==> src/rtl/lfp_pkg.sv <==
// ----------------------------------------------------------------------------
// lfp_pkg
// Shared types, constants and helpers for the lidar frame parser.
// ----------------------------------------------------------------------------
package lfp_pkg;

	localparam logic [7:0] HEADER_BYTE = 8'h59;

	localparam logic [15:0] DIST_TOO_FAR   = 16'd65535;
	localparam logic [15:0] DIST_TOO_CLOSE = 16'd65534;
	localparam logic [15:0] DIST_UNDEFINED = 16'd65532;

	typedef logic [1:0] kind_t;
	localparam kind_t KIND_VALID     = 2'd0;
	localparam kind_t KIND_TOO_FAR   = 2'd1;
	localparam kind_t KIND_TOO_CLOSE = 2'd2;
	localparam kind_t KIND_UNDEFINED = 2'd3;

	// Frame position codes.
	typedef logic [3:0] pos_t;
	localparam pos_t POS_IDLE    = 4'd0;
	localparam pos_t POS_HDR2    = 4'd1;
	localparam pos_t POS_DIST_LO = 4'd2;
	localparam pos_t POS_DIST_HI = 4'd3;
	localparam pos_t POS_STR_LO  = 4'd4;
	localparam pos_t POS_STR_HI  = 4'd5;
	localparam pos_t POS_TEMP_LO = 4'd6;
	localparam pos_t POS_TEMP_HI = 4'd7;
	localparam pos_t POS_CSUM    = 4'd8;

	function automatic kind_t kind_of(input logic [15:0] dist_word);
		kind_t k;
		if (dist_word == DIST_TOO_FAR) begin
			k = KIND_TOO_FAR;
		end else if (dist_word == DIST_TOO_CLOSE) begin
			k = KIND_TOO_CLOSE;
		end else if (dist_word == DIST_UNDEFINED) begin
			k = KIND_UNDEFINED;
		end else begin
			k = KIND_VALID;
		end
		return k;
	endfunction

endpackage

==> src/rtl/lfp_if.sv <==
// ----------------------------------------------------------------------------
// lfp_if
// Valid/ready channels of the lidar frame parser: byte input and result output.
// ----------------------------------------------------------------------------
interface lfp_byte_if;
	logic       valid;
	logic       ready;
	logic [7:0] rx_byte;

	modport source (output valid, output rx_byte, input ready);
	modport sink   (input valid, input rx_byte, output ready);
endinterface

interface lfp_result_if;
	logic        valid;
	logic        ready;
	logic [15:0] distance_cm;
	logic [15:0] signal_strength;
	logic [15:0] temperature_raw;
	logic [1:0]  reading_kind;

	modport source (output valid, output distance_cm, output signal_strength,
		output temperature_raw, output reading_kind, input ready);
	modport sink   (input valid, input distance_cm, input signal_strength,
		input temperature_raw, input reading_kind, output ready);
endinterface

==> src/rtl/lidar_frame_parser_unit.sv <==
// ----------------------------------------------------------------------------
// lidar_frame_parser_unit
// Byte-serial parser for nine-byte lidar frames with additive checksum.
// ----------------------------------------------------------------------------
// Output: registered; a result appears in the cycle after its checksum beat is accepted.
// Throughput: one byte per cycle unless stalled; the single output register
// stalls input only when it holds a result that is not being drained.
// Reset: arst_n clears the frame position to idle and empties the output.
module lidar_frame_parser_unit (
	input  logic                clk,
	input  logic                arst_n,
	lfp_byte_if.sink            rx,
	lfp_result_if.source        result
);
	import lfp_pkg::*;

	pos_t        pos_q;
	logic [7:0]  sum_q;
	logic [15:0] dist_q;
	logic [15:0] str_q;
	logic [15:0] temp_q;

	logic        out_valid_q;
	logic [15:0] out_dist_q;
	logic [15:0] out_str_q;
	logic [15:0] out_temp_q;
	kind_t       out_kind_q;

	logic        accept;
	logic        emit;
	logic [7:0]  b;

	assign rx.ready = !out_valid_q || result.ready;
	assign accept   = rx.valid && rx.ready;
	assign b        = rx.rx_byte;
	assign emit     = accept && (pos_q == POS_CSUM) && (sum_q == b);

	always_ff @(posedge clk or negedge arst_n) begin
		if (!arst_n) begin
			pos_q <= POS_IDLE;
		end else if (accept) begin
			unique case (pos_q)
				POS_IDLE:    pos_q <= (b == HEADER_BYTE) ? POS_HDR2 : POS_IDLE;
				POS_HDR2:    pos_q <= (b == HEADER_BYTE) ? POS_DIST_LO : POS_IDLE;
				POS_DIST_LO: pos_q <= POS_DIST_HI;
				POS_DIST_HI: pos_q <= POS_STR_LO;
				POS_STR_LO:  pos_q <= POS_STR_HI;
				POS_STR_HI:  pos_q <= POS_TEMP_LO;
				POS_TEMP_LO: pos_q <= POS_TEMP_HI;
				POS_TEMP_HI: pos_q <= POS_CSUM;
				default:     pos_q <= POS_IDLE;
			endcase
		end
	end

	// Running sum and field holds; the sum is seeded by the first header beat.
	always_ff @(posedge clk) begin
		if (accept) begin
			case (pos_q)
				POS_IDLE: begin
					sum_q <= b;
				end
				POS_DIST_LO: begin
					sum_q  <= sum_q + b;
					dist_q <= {8'd0, b};
				end
				POS_DIST_HI: begin
					sum_q        <= sum_q + b;
					dist_q[15:8] <= b;
				end
				POS_STR_LO: begin
					sum_q <= sum_q + b;
					str_q <= {8'd0, b};
				end
				POS_STR_HI: begin
					sum_q       <= sum_q + b;
					str_q[15:8] <= b;
				end
				POS_TEMP_LO: begin
					sum_q  <= sum_q + b;
					temp_q <= {8'd0, b};
				end
				POS_TEMP_HI: begin
					sum_q        <= sum_q + b;
					temp_q[15:8] <= b;
				end
				POS_HDR2: begin
					sum_q <= sum_q + b;
				end
				default: begin
				end
			endcase
		end
	end

	always_ff @(posedge clk or negedge arst_n) begin
		if (!arst_n) begin
			out_valid_q <= 1'b0;
		end else if (emit) begin
			out_valid_q <= 1'b1;
		end else if (result.ready) begin
			out_valid_q <= 1'b0;
		end
	end

	always_ff @(posedge clk) begin
		if (emit) begin
			out_dist_q <= dist_q;
			out_str_q  <= str_q;
			out_temp_q <= temp_q;
			out_kind_q <= kind_of(dist_q);
		end
	end

	assign result.valid           = out_valid_q;
	assign result.distance_cm     = out_dist_q;
	assign result.signal_strength = out_str_q;
	assign result.temperature_raw = out_temp_q;
	assign result.reading_kind    = out_kind_q;

endmodule

==> src/flat_wrapper.sv <==
// flat-port wrapper written by rule: the top's interface ports become plain ports
module lidar_frame_parser_unit_flat import lfp_pkg::*;
  (clk, arst_n, rx_valid, rx_rx_byte, rx_ready, result_valid, result_distance_cm, result_signal_strength, result_temperature_raw, result_reading_kind, result_ready);
  lfp_byte_if rx_i ();
  lfp_result_if result_i ();
  input  logic clk;
  input  logic arst_n;
  input wire logic [$bits(rx_i.valid)-1:0] rx_valid;
  input wire logic [$bits(rx_i.rx_byte)-1:0] rx_rx_byte;
  output wire logic [$bits(rx_i.ready)-1:0] rx_ready;
  output wire logic [$bits(result_i.valid)-1:0] result_valid;
  output wire logic [$bits(result_i.distance_cm)-1:0] result_distance_cm;
  output wire logic [$bits(result_i.signal_strength)-1:0] result_signal_strength;
  output wire logic [$bits(result_i.temperature_raw)-1:0] result_temperature_raw;
  output wire logic [$bits(result_i.reading_kind)-1:0] result_reading_kind;
  input wire logic [$bits(result_i.ready)-1:0] result_ready;
  assign rx_i.valid = rx_valid;
  assign rx_i.rx_byte = rx_rx_byte;
  assign rx_ready = rx_i.ready;
  assign result_valid = result_i.valid;
  assign result_distance_cm = result_i.distance_cm;
  assign result_signal_strength = result_i.signal_strength;
  assign result_temperature_raw = result_i.temperature_raw;
  assign result_reading_kind = result_i.reading_kind;
  assign result_i.ready = result_ready;
  lidar_frame_parser_unit u_core (.clk(clk), .arst_n(arst_n), .rx(rx_i), .result(result_i));
endmodule
==> config.mk <==
export PLATFORM = sky130hd
export DESIGN_NAME = lidar_frame_parser_unit_flat
export DESIGN_NICKNAME = d
export VERILOG_FILES = /design/src/rtl/lfp_pkg.sv /design/src/rtl/lfp_if.sv /design/src/rtl/lidar_frame_parser_unit.sv /design/src/flat_wrapper.sv
export SDC_FILE = /design/constraint.sdc
export NUM_CORES = 1
export LEC_CHECK = 0
export BUFFER_PORTS_ARGS = -buffer_cell sky130_fd_sc_hd__buf_4
export CORE_ASPECT_RATIO = 0.7
export CORE_UTILIZATION = 55
export CTS_CLUSTER_SIZE = 24
export DETAILED_ROUTE_END_ITERATION = 16
export PLACE_DENSITY_LB_ADDON = 0.08
export SLEW_MARGIN = 10
export SYNTH_ARGS = -nofsm -noshare
export SYNTH_HDL_FRONTEND = slang
export SYNTH_SLANG_ARGS = --single-unit
export TNS_END_PERCENT = 100
==> constraint.sdc <==
create_clock -name clk -period 14 [get_ports clk]
set_clock_uncertainty 0.05 [all_clocks]
set_input_delay 2.8 -clock clk [delete_from_list [all_inputs] [get_ports clk]]
set_output_delay 2.8 -clock clk [all_outputs]
set_load 0.05 [all_outputs]
# Word level (Yosys, flattened, before mapping)

Index checks and enable logic that the tools add are counted.

Output and inout port bits: 52
Logic and storage cells: 57
Input port bits: 12
Bits in registers: 111

Reductions and logical operators: 19
Mux-type cells: 11
Add/sub/neg operators: 1
Eq/ne operators: 13

Operators with widths:

| operator             | count |
|---|---|
| $pmux 8 s2           | 4 |
| $eq 16x16->1 const B | 3 |
| $pmux 4 s8           | 1 |
| $eq 4x3->1 const B   | 4 |
| $reduce_and 2->1     | 7 |
| $reduce_bool 2->1    | 5 |
| $add 8x8->8          | 1 |
| $eq 4x2->1 const B   | 2 |
| $eq 8x7->1 const B   | 1 |
| $eq 8x8->1           | 1 |
| $reduce_or 7->1      | 1 |
| $mux 2               | 3 |
| $eq 4x1->1 const B   | 1 |
| $eq 4x4->1 const B   | 1 |
| $logic_not 4->1      | 1 |
| $logic_and 1x1->1    | 3 |
| $mux 1               | 3 |
| $logic_not 1->1      | 1 |
| $logic_or 1x1->1     | 1 |

# Logic depth before layout (Yosys ltp)

Gate-level depths: netlist of the first run.

Word-level depth: 6
Depth in mapped cells: 8
Mapped depth without buffers: 8

# Least setup slack after synthesis of the first run

OpenSTA, ideal clock, no wires.

Kind: input -> register
From: in result_ready
To: reg u_core.out_dist_q[0] (netlist: u_core.result.distance_cm[0]), enable pin
Stages: 3
Library setup time: 0.519 ns
Buffers on the path: 0
Data required time: 13.431 ns
Slack: 6.371 ns
Data arrival time: 7.060 ns
Cell sequence: nand2b_1 -> nand2_1 -> nor3_1

Longest elaborated chain between the ends: 4

Ends and longest elaborated chain:

| what                            | line                           | RTL |
|---|---|---|
| start: declaration              | flat_wrapper.sv:16             | `input wire logic [$bits(result_i.ready)-1:0] result_ready;` |
| $logic_or 1x1->1                | lidar_frame_parser_unit.sv:33  | `assign rx.ready = !out_valid_q \|\| result.ready;` |
| $logic_and 1x1->1               | lidar_frame_parser_unit.sv:34  | `assign accept = rx.valid && rx.ready;` |
| $logic_and 1x1->1 (2 in series) | lidar_frame_parser_unit.sv:36  | `assign emit = accept && (pos_q == POS_CSUM) && (sum_q == b);` |
| via u_core.emit                 | lidar_frame_parser_unit.sv:30  | `logic emit;` |
| end signal: assignment          | lidar_frame_parser_unit.sv:108 | `out_dist_q <= dist_q;` |
| end: declaration                | lidar_frame_parser_unit.sv:24  | `logic [15:0] out_dist_q;` |

The timed path passes the listed nets, and every way through them passes these cells.
A chain may end at the register's enable or synchronous reset.

# Final worst setup path of the first run

From: in result_ready
To: out rx_ready

Longest elaborated chain between the ends: 1

Ends and longest elaborated chain:

| what             | line                          | RTL |
|---|---|---|
| $logic_or 1x1->1 | lidar_frame_parser_unit.sv:33 |  |
| end: declaration | flat_wrapper.sv:10            | `output wire logic [$bits(rx_i.ready)-1:0] rx_ready;` |

No other way between the ends.

==> impl_metrics.tcl, run 1 <==
set metrics [dict create \
    status "completed" \
    hold_violations 0 \
    worstRegToRegCells 5 \
    syn_area_mm2 0.00424 \
    syn_to_final_growth_pct 18.1 \
    multi_input_area_um2 862 \
    die_w_um 107 \
    path_class "primary input to output port" \
    viasPerCell 5.24 \
    grtUsageTotal_pct 17.9 \
    worst_hold_path.num_cells 0 \
    finalSetupViolCount 0 \
    fin_tns_setup_ns 0 \
    drc_errors 0 \
    synth_edf_count 106 \
    post_cts_buffers 0 \
    r2r_slack_ns 11.00 \
    cts_resized 0 \
    syn_inst 256 \
    powerDensity_mw_per_mm2 160 \
    hold_ws_ns 0.379 \
    yosysUniqueCellTypes 44 \
    r2r_end "u_core.temp_q[2]$_DFFE_PP_" \
    final-seq-area_mm2 0.00331 \
    synth-seq-cells 111 \
    initial_core_util_pct 57.4 \
    fmax_ghz 0.163 \
    path_clk_slew_ns 0.10 \
    grt_max_degree 51 \
    antennaDiodeCount 0 \
    ant_nets 0 \
    chipHeight_um 75.4 \
    grt-ovfl-total 0 \
    dr_total_vias 2243 \
    min-delay-start "u_core.str_q[0]$_DFFE_PP_" \
    cts.sinks 111 \
    gp_congestion 0.835 \
    row_count 26 \
    endpoint_kind "output port" \
    tritoncts "built" \
    clockBufferDepth 2 \
    maxCapViolCount 0 \
    insertion_delay_ns 0.36 \
    grt_pass1_wl_um 10100 \
    synth_flop_cell "edfxtp_1" \
    r2r_start "u_core.result.valid$_DFFE_PN0P_" \
    die-area_mm2 0.00806 \
    ir_worst_vdd_uv 93.6 \
    dp_hpwl_um 4530 \
    first_pass_iters 4 \
    nFillCells 536 \
    yosysTopAreaCellShare_pct 75.2 \
    min_to "u_core.result.signal_strength[0]$_DFFE_PP_" \
    cp.arrival_ns 3.27 \
    final_nets 345 \
    grt_pass1_vias 1945 \
    critPathLaunchType "primary input" \
    ys_async_sr_fraction_pct 4.50 \
    period_needed_ns 6.12 \
    fin_total_pwr_uw 799 \
    slew_violations 0 \
    htree_levels 3 \
    seq_area_frac_synth_pct 78.1 \
    rsz0062_at_grt "no" \
    cp_max_fo 3 \
    clock-root-buffer "clkbuf_8" \
    wl_per_cell_um 15.9 \
    drive_gt1_share_pct 25.8 \
    io_pins 64 \
    period_share_pct 43.7 \
    port_buffers 63 \
    synth_area_leader_cell "edfxtp_1" \
    yosys_warnings 0 \
    routed_wl_um 6820 \
    antenna_found_initial 0 \
    hp-class "register to register" \
    crit_required_ns 11.15 \
    hold_buffers 0 \
    tightest_slew_ns 1.09 \
    core_area_mm2 0.00738 \
    synth.avg_cell_area_um2 16.5 \
    cts_buffers 9 \
    syn-num-nets 276 \
    p_leak_uw 0.00182 \
    slew_headroom_pct 26.7 \
    synth.area.top_cells "edfxtp_1, and2_1, dfrtp_1" \
    drt_iter0_drc 110 \
]
stage by stage:
stage	instances	worst slack (ns)	area, um^2	utilization (%)
floorplan	256	6.37	4240	-
global placement	412	7.89	4810	65.1
detailed placement	412	7.89	4810	65.1
CTS	428	7.88	5000	67.8
global route	428	7.84	5000	67.8
finish	428	7.88	5000	67.8
cells in the final DEF (no fill, tap or decap), types with 4 or more instances in the layout:
cell type,Yosys,routed
edfxtp_1,106,106
buf_4,2,65
and2_1,22,22
nor2_1,15,15
nand2_1,13,13
clkbuf_8,0,9
inv_1,7,7
o21ai_0,7,7
o21ai_1,7,7
ha_1,7,7
nor3_1,7,6
dfrtp_1,5,5
nor2b_1,4,4
a21oi_1,4,4
nand4_1,4,4
inv_6,0,4
worst max-delay path, cell delays in order:
cell	delay, ns
buf_4	0.10
nand2b_1	0.17
buf_4	0.20
layer usage:
metal / share of wire [%] / global-route usage [%]
met5: 0 / 0
met4: 1.7 / 6.70
met3: 6.9 / 5.22
met2: 45 / 27.4
met1: 46 / 25.2
state kept, by name, summed over array words and instances, names as in the netlist, 4 cells and up:
register                       count
u_core.dist_q                     16
u_core.result.distance_cm         16
u_core.result.signal_strength     16
u_core.result.temperature_raw     16
u_core.str_q                      16
u_core.temp_q                     16
u_core.sum_q                       8
u_core.pos_q                       4
logic make-up (layout without fill, tap and decap cells):
family	after synthesis	count (layout)	synth area share, %
flops	111	111	78.1
simple gates	82	82	10.9
compound gates	30	30	4.34
buf+inv	14	88	1.65
fa+ha+maj	8	8	2.54
xor+xnor	6	6	1.24
mux	5	5	1.24
worst max path at each step:
stage,from,endpoint,cells past startpoint
after floorplan,result_ready,u_core.result.distance_cm[0]$_DFFE_PP_,3
after global placement,result_ready,rx_ready,3
after detailed placement,result_ready,rx_ready,3
after CTS,result_ready,rx_ready,3
after global routing,result_ready,rx_ready,3
final,result_ready,rx_ready,3
cell type report:
cell class / instances / share of cell area [%]
Multi-Input combinational cell: 131 / 17.2
Clock inverter: 7 / 1.45
Clock buffer: 9 / 2.48
Sequential cell: 111 / 66.1
Inverter: 7 / 0.525
Timing Repair Buffer: 65 / 9.75
Tap cell: 98 / 2.45
report_power, final:
group | total [uW] | switching, uW | internal (uW)
Sequential | 447 | 25.4 | 422
Clock | 182 | 112 | 70.0
Combinational | 171 | 101 | 70.4
cells in the mapped netlist, drive strengths merged (2+ instances only):
cell / instances
nand4: 4
dfrtp: 5
ha: 7
xor2: 3
inv: 7
a211oi: 2
nor4: 3
nor2b: 4
nor4bb: 2
nor4b: 3
clkbuf: 2
a21oi: 4
buf: 5
o21ai: 14
and2: 22
o31ai: 2
nand2b: 3
xnor2: 3
edfxtp: 106
nor2: 15
mux2: 2
nand2: 13
nor3: 8
mux2i: 3
(Power assumes the default switching activity.)
==> inputs of run 2 (changes only) <==
==> constraint.sdc (replaced) <==
create_clock -name clk -period 6 [get_ports clk]
set_clock_uncertainty 0.05 [all_clocks]
set_input_delay 1.2 -clock clk [delete_from_list [all_inputs] [get_ports clk]]
set_output_delay 1.2 -clock clk [all_outputs]
set_load 0.05 [all_outputs]
==> run 2 against run 1 <==
Effect of this change: sequential cell count unchanged; clock power up 130%; largest cell class unchanged; first-iteration DRC count shrank 18%; clock-buffer cell count stayed put; largest power group unchanged; sequential share of layout area is 0.082 points lower; register-to-register slack lost 8.0 ns; global-route usage increased by 1.3 points; die area unchanged; core utilization grew 0.085 points.
==> impl_metrics.tcl, run 2 (synthesis gave the netlist of run 1 again) <==
set metrics [dict create \
    viasPerCell 5.27 \
    drt_iter0_drc 90 \
    maxCapViolCount 0 \
    hold_buffers 0 \
    die_w_um 107 \
    fin_ws_ns 2.46 \
    antenna_found_initial 0 \
    p_leak_uw 0.00183 \
    place_ws_ns 1.99 \
    finish.instance_area_mm2 0.00501 \
    first_pass_iters 4 \
    row_count 26 \
    hp-class "register to register" \
    chipHeight_um 75.4 \
    tightest_slew_ns 1.12 \
    cts_buffers 9 \
    slowest_stage "nor2_1" \
    layout_common_cells "edfxtp_1, buf_4, and2_1" \
    status "completed" \
    drc_errors 0 \
    insertion_delay_ns 0.37 \
    crit_buf_inv 1 \
    io_pins 64 \
    ir_worst_vdd_uv 229 \
    period_needed_ns 3.54 \
    multi_input_area_um2 868 \
    clockBufferDepth 2 \
    dp_hpwl_um 4770 \
    htree_levels 3 \
    drive_gt1_share_pct 25.8 \
    cp_max_fo 11 \
    r2r_slack_ns 2.97 \
    fmax_ghz 0.282 \
    tritoncts "built" \
    dr_total_vias 2256 \
    slew_violations 0 \
    cts.sinks 111 \
    critPathLaunchType "primary input" \
    grt-ovfl-total 0 \
    slew_headroom_pct 24.9 \
    ant_nets 0 \
    crit_required_ns 5.96 \
    cp.arrival_ns 3.50 \
    powerDensity_mw_per_mm2 375 \
    core_area_mm2 0.00738 \
    hold_violations 0 \
    grt_pass1_vias 2028 \
    port_buffers 63 \
    max_stage_delay_ns 0.75 \
    fin_tns_setup_ns 0 \
    hold_ws_ns 0.373 \
    endpoint_kind "register" \
    gp_congestion 0.833 \
    finalSetupViolCount 0 \
    period_share_pct 59.1 \
    crit_chain "buf_4 -> nand2b_1 -> nand2_1 -> nor2_1 -> and3_1 -> nor2b_1" \
    grt_max_degree 36 \
    clock-root-buffer "clkbuf_8" \
    crit_family "simple AND/OR/NAND/NOR gates" \
    routed_wl_um 7110 \
    antennaDiodeCount 0 \
    grt_pass1_wl_um 11000 \
    path_clk_slew_ns 0.10 \
    post_cts_buffers 0 \
    grtUsageTotal_pct 19.3 \
    path_class "primary input to register" \
    final_nets 345 \
    die-area_mm2 0.00806 \
    final-seq-area_mm2 0.00331 \
    syn_to_final_growth_pct 18.3 \
    placed_area_mm2 0.00481 \
    final_common_cell "edfxtp_1" \
    initial_core_util_pct 57.4 \
    nFillCells 503 \
    wl_per_cell_um 16.6 \
    cts_resized 0 \
    rsz0062_at_grt "no" \
]
run 2: layer usage:
layer	share of wire, %	GRT usage (%)
met4	1.1	6.24
met2	46	29.0
met5	0	0
met3	5.0	5.73
met1	48	27.7
run 2: area by class of cell:
cell class                 count  share of cell area [%]
sequential                   111                    66.0
clock buffer                   9                    2.47
clock inverter                 7                    1.45
inverter                       7                   0.524
tap                           98                    2.45
timing repair buffer          65                    9.74
multi-input combinational    131                    17.3
run 2: stage by stage:
stage               utilization [%]  power, uW  instances
finish                         67.8       1880        428
global route                   67.8       1980        428
CTS                            67.8       1890        428
detailed placement             65.2       1470        412
global placement               65.2       1460        412
floorplan                         -       1380        256
run 2: final timing paths:
kind | cells past startpoint | to | from
max | 6 | u_core.temp_q[4]$_DFFE_PP_ | result_ready
min | 0 | u_core.result.signal_strength[6]$_DFFE_PP_ | u_core.str_q[6]$_DFFE_PP_
max reg2reg | 5 | u_core.temp_q[4]$_DFFE_PP_ | u_core.result.valid$_DFFE_PN0P_
min reg2reg | 0 | u_core.result.signal_strength[6]$_DFFE_PP_ | u_core.str_q[6]$_DFFE_PP_
max in group asynchronous | 1 | u_core.pos_q[0]$_DFFE_PN0N_ | arst_n
min in group asynchronous | 1 | u_core.result.valid$_DFFE_PN0P_ | arst_n
run 2: where the power goes:
group	total [uW]	switching (uW)	internal, uW
clock network	426	263	164
logic	405	240	165
registers	1040	61.2	984
run 2: worst reg2reg max path: cells and delay by family, from the launching register on:
kind | cells | cell delay (ns)
simple gates | 5 | 2.21
flops | 1 | 0.40
==> inputs of run 3 (changes only) <==
--- a/config.mk
+++ b/config.mk
@@ -5,6 +5,7 @@
 export SDC_FILE = /design/constraint.sdc
 export NUM_CORES = 1
 export LEC_CHECK = 0
+export ABC_AREA = 1
 export BUFFER_PORTS_ARGS = -buffer_cell sky130_fd_sc_hd__buf_4
 export CORE_ASPECT_RATIO = 0.7
 export CORE_UTILIZATION = 55
==> constraint.sdc (replaced) <==
create_clock -name clk -period 3.52 [get_ports clk]
set_clock_uncertainty 0.05 [all_clocks]
set_input_delay 0.704 -clock clk [delete_from_list [all_inputs] [get_ports clk]]
set_output_delay 0.704 -clock clk [all_outputs]
set_load 0.05 [all_outputs]
==> run 3 against run 2 <==
Effect of this change: via count grew 9.6%; sequential cell count unchanged; register-to-register slack got worse by 1.5 ns; critical path depth unchanged; worst setup slack got worse by 1.1 ns; highest routed layer unchanged.
==> impl_metrics.tcl, run 3 <==
set metrics [dict create \
    dr_total_vias 2473 \
    final_common_cell "edfxtp_1" \
    viasPerCell 5.17 \
    period_needed_ns 2.16 \
    synth.most_common_cell "edfxtp_1" \
    ys_top_cells_by_count "edfxtp_1, nand2_1, nor2_1" \
    r2r_start "u_core.sum_q[5]$_DFFE_PP_" \
    clock-root-buffer "clkbuf_8" \
    drive_gt1_share_pct 24.5 \
    routed_wl_um 7660 \
    grt-ovfl-total 0 \
    cts_resized 0 \
    grtUsageTotal_pct 19.8 \
    seq_area_frac_synth_pct 78.8 \
    slew_headroom_pct 46.6 \
    gp_congestion 0.905 \
    synth.avg_cell_area_um2 14.2 \
    io_pins 64 \
    slew_violations 0 \
    initial_core_util_pct 57.1 \
    status "completed" \
    maxCapViolCount 0 \
    first_pass_iters 7 \
    ir_worst_vdd_uv 402 \
    tritoncts "built" \
    grt_pass1_vias 2175 \
    syn-num-nets 316 \
    critPathLaunchType "primary input" \
    syn_inst 296 \
    critPathLaunch "rx_rx_byte[5]" \
    cts.sinks 111 \
    finalSetupViolCount 0 \
    path_clk_slew_ns 0.10 \
    cp_max_fo 24 \
    crit_chain "buf_4 -> ha_1 -> nor3_1 -> nand4_1 -> nor2_4 -> buf_4" \
    period_share_pct 61.3 \
    synth_flop_cell "edfxtp_1" \
    syn_to_final_growth_pct 19.9 \
    hold_violations 0 \
    antenna_found_initial 0 \
    hold_buffers 0 \
    crit_top_cell "buf_4" \
    port_buffers 63 \
    drt_iter0_drc 183 \
    htree_levels 3 \
    grt_max_degree 27 \
    ant_nets 0 \
    antennaDiodeCount 0 \
    die_w_um 106 \
    fmax_ghz 0.464 \
    row_count 26 \
    place_ws_ns 1.00 \
    drc_errors 0 \
    powerDensity_mw_per_mm2 618 \
    synth_area_leader_cell "edfxtp_1" \
    yosysTopAreaCellShare_pct 75.8 \
    hold_ws_ns 0.0599 \
    chipHeight_um 75.1 \
    synth.area.top_cells "edfxtp_1, nand2_1, nor2_1" \
    fin_ws_ns 1.36 \
    post_cts_buffers 0 \
    synth-seq-cells 111 \
    grt_pass1_wl_um 11100 \
    synth_edf_count 106 \
    core_area_mm2 0.00735 \
    wl_per_cell_um 16.0 \
    tightest_slew_ns 0.797 \
    ys_async_sr_fraction_pct 4.50 \
    path_class "primary input to register" \
    max_stage_delay_ns 0.38 \
    crit_family "simple AND/OR/NAND/NOR gates" \
    syn_area_mm2 0.00420 \
    layout_common_cells "edfxtp_1, buf_4, nand2_1" \
    fin_tns_setup_ns 0 \
    cts_buffers 9 \
    die-area_mm2 0.00800 \
    dp_hpwl_um 5350 \
    final_nets 395 \
    crit_buf_inv 2 \
    hp-class "primary input to asynchronous set/reset pin" \
    clockBufferDepth 2 \
    slowest_stage "ha_1" \
    p_leak_uw 0.00201 \
    endpoint_kind "register" \
    rsz0062_at_grt "no" \
    yosys_warnings 0 \
    insertion_delay_ns 0.38 \
    crit_required_ns 3.53 \
    yosysUniqueCellTypes 22 \
    cp.arrival_ns 2.16 \
]
## run 3: area by class of cell
type	count	area, um^2
clock inverter	7	75.1
timing repair buffer	69	518
clock buffer	9	124
inverter	35	139
fill	533	2320
sequential	111	3310
tap	98	123
multi-input combinational	149	749
## run 3: cell families after synthesis
logic type / synth area share (%)
xor gates and xnor gates: 0.834
DFF: 78.8
buffers and inverters: 3.57
AOI/OAI and AO/OA: 1.55
adders and majority gates: 2.56
and+or+nand+nor: 12.7
## run 3: worst paths after layout
check	endpoint	slack, ns	depth (start not counted)
min	u_core.pos_q[1]$_DFFE_PN0N_	0.06	1
max	u_core.result.temperature_raw[10]$_DFFE_PP_	1.36	6
min reg2reg	u_core.result.signal_strength[0]$_DFFE_PP_	0.38	0
min in group clk	u_core.result.signal_strength[0]$_DFFE_PP_	0.38	0
max reg2reg	u_core.result.temperature_raw[10]$_DFFE_PP_	1.48	5
max in group asynchronous	u_core.pos_q[0]$_DFFE_PN0N_	3.26	1
## run 3: where the power goes
part           internal, uW  switching, uW
registers              1600           68.1
logic                   240            463
clock network           281            458
total                  2130            989
## run 3: per-stage QoR
step                std cells  power, uW  area [um^2]  utilization [%]
floorplan                 296       2220         4200                -
global placement          462       2370         4840             65.8
detailed placement        462       2400         4840             65.8
CTS                       478       3120         5040             68.5
global route              478       3250         5040             68.5
finish                    478       3110         5040             68.5
## run 3: per-layer routing
layer  routed length, um  vias up  global-route usage (%)  share of wire, %
met5                   0        -                       0                 0
met4                 114        0                    7.15               1.5
met3                 554       16                    5.89               7.2
met2                3390      118                    31.2                44
met1                3600     1157                    26.9                47
li1                    -     1182                       -                 -
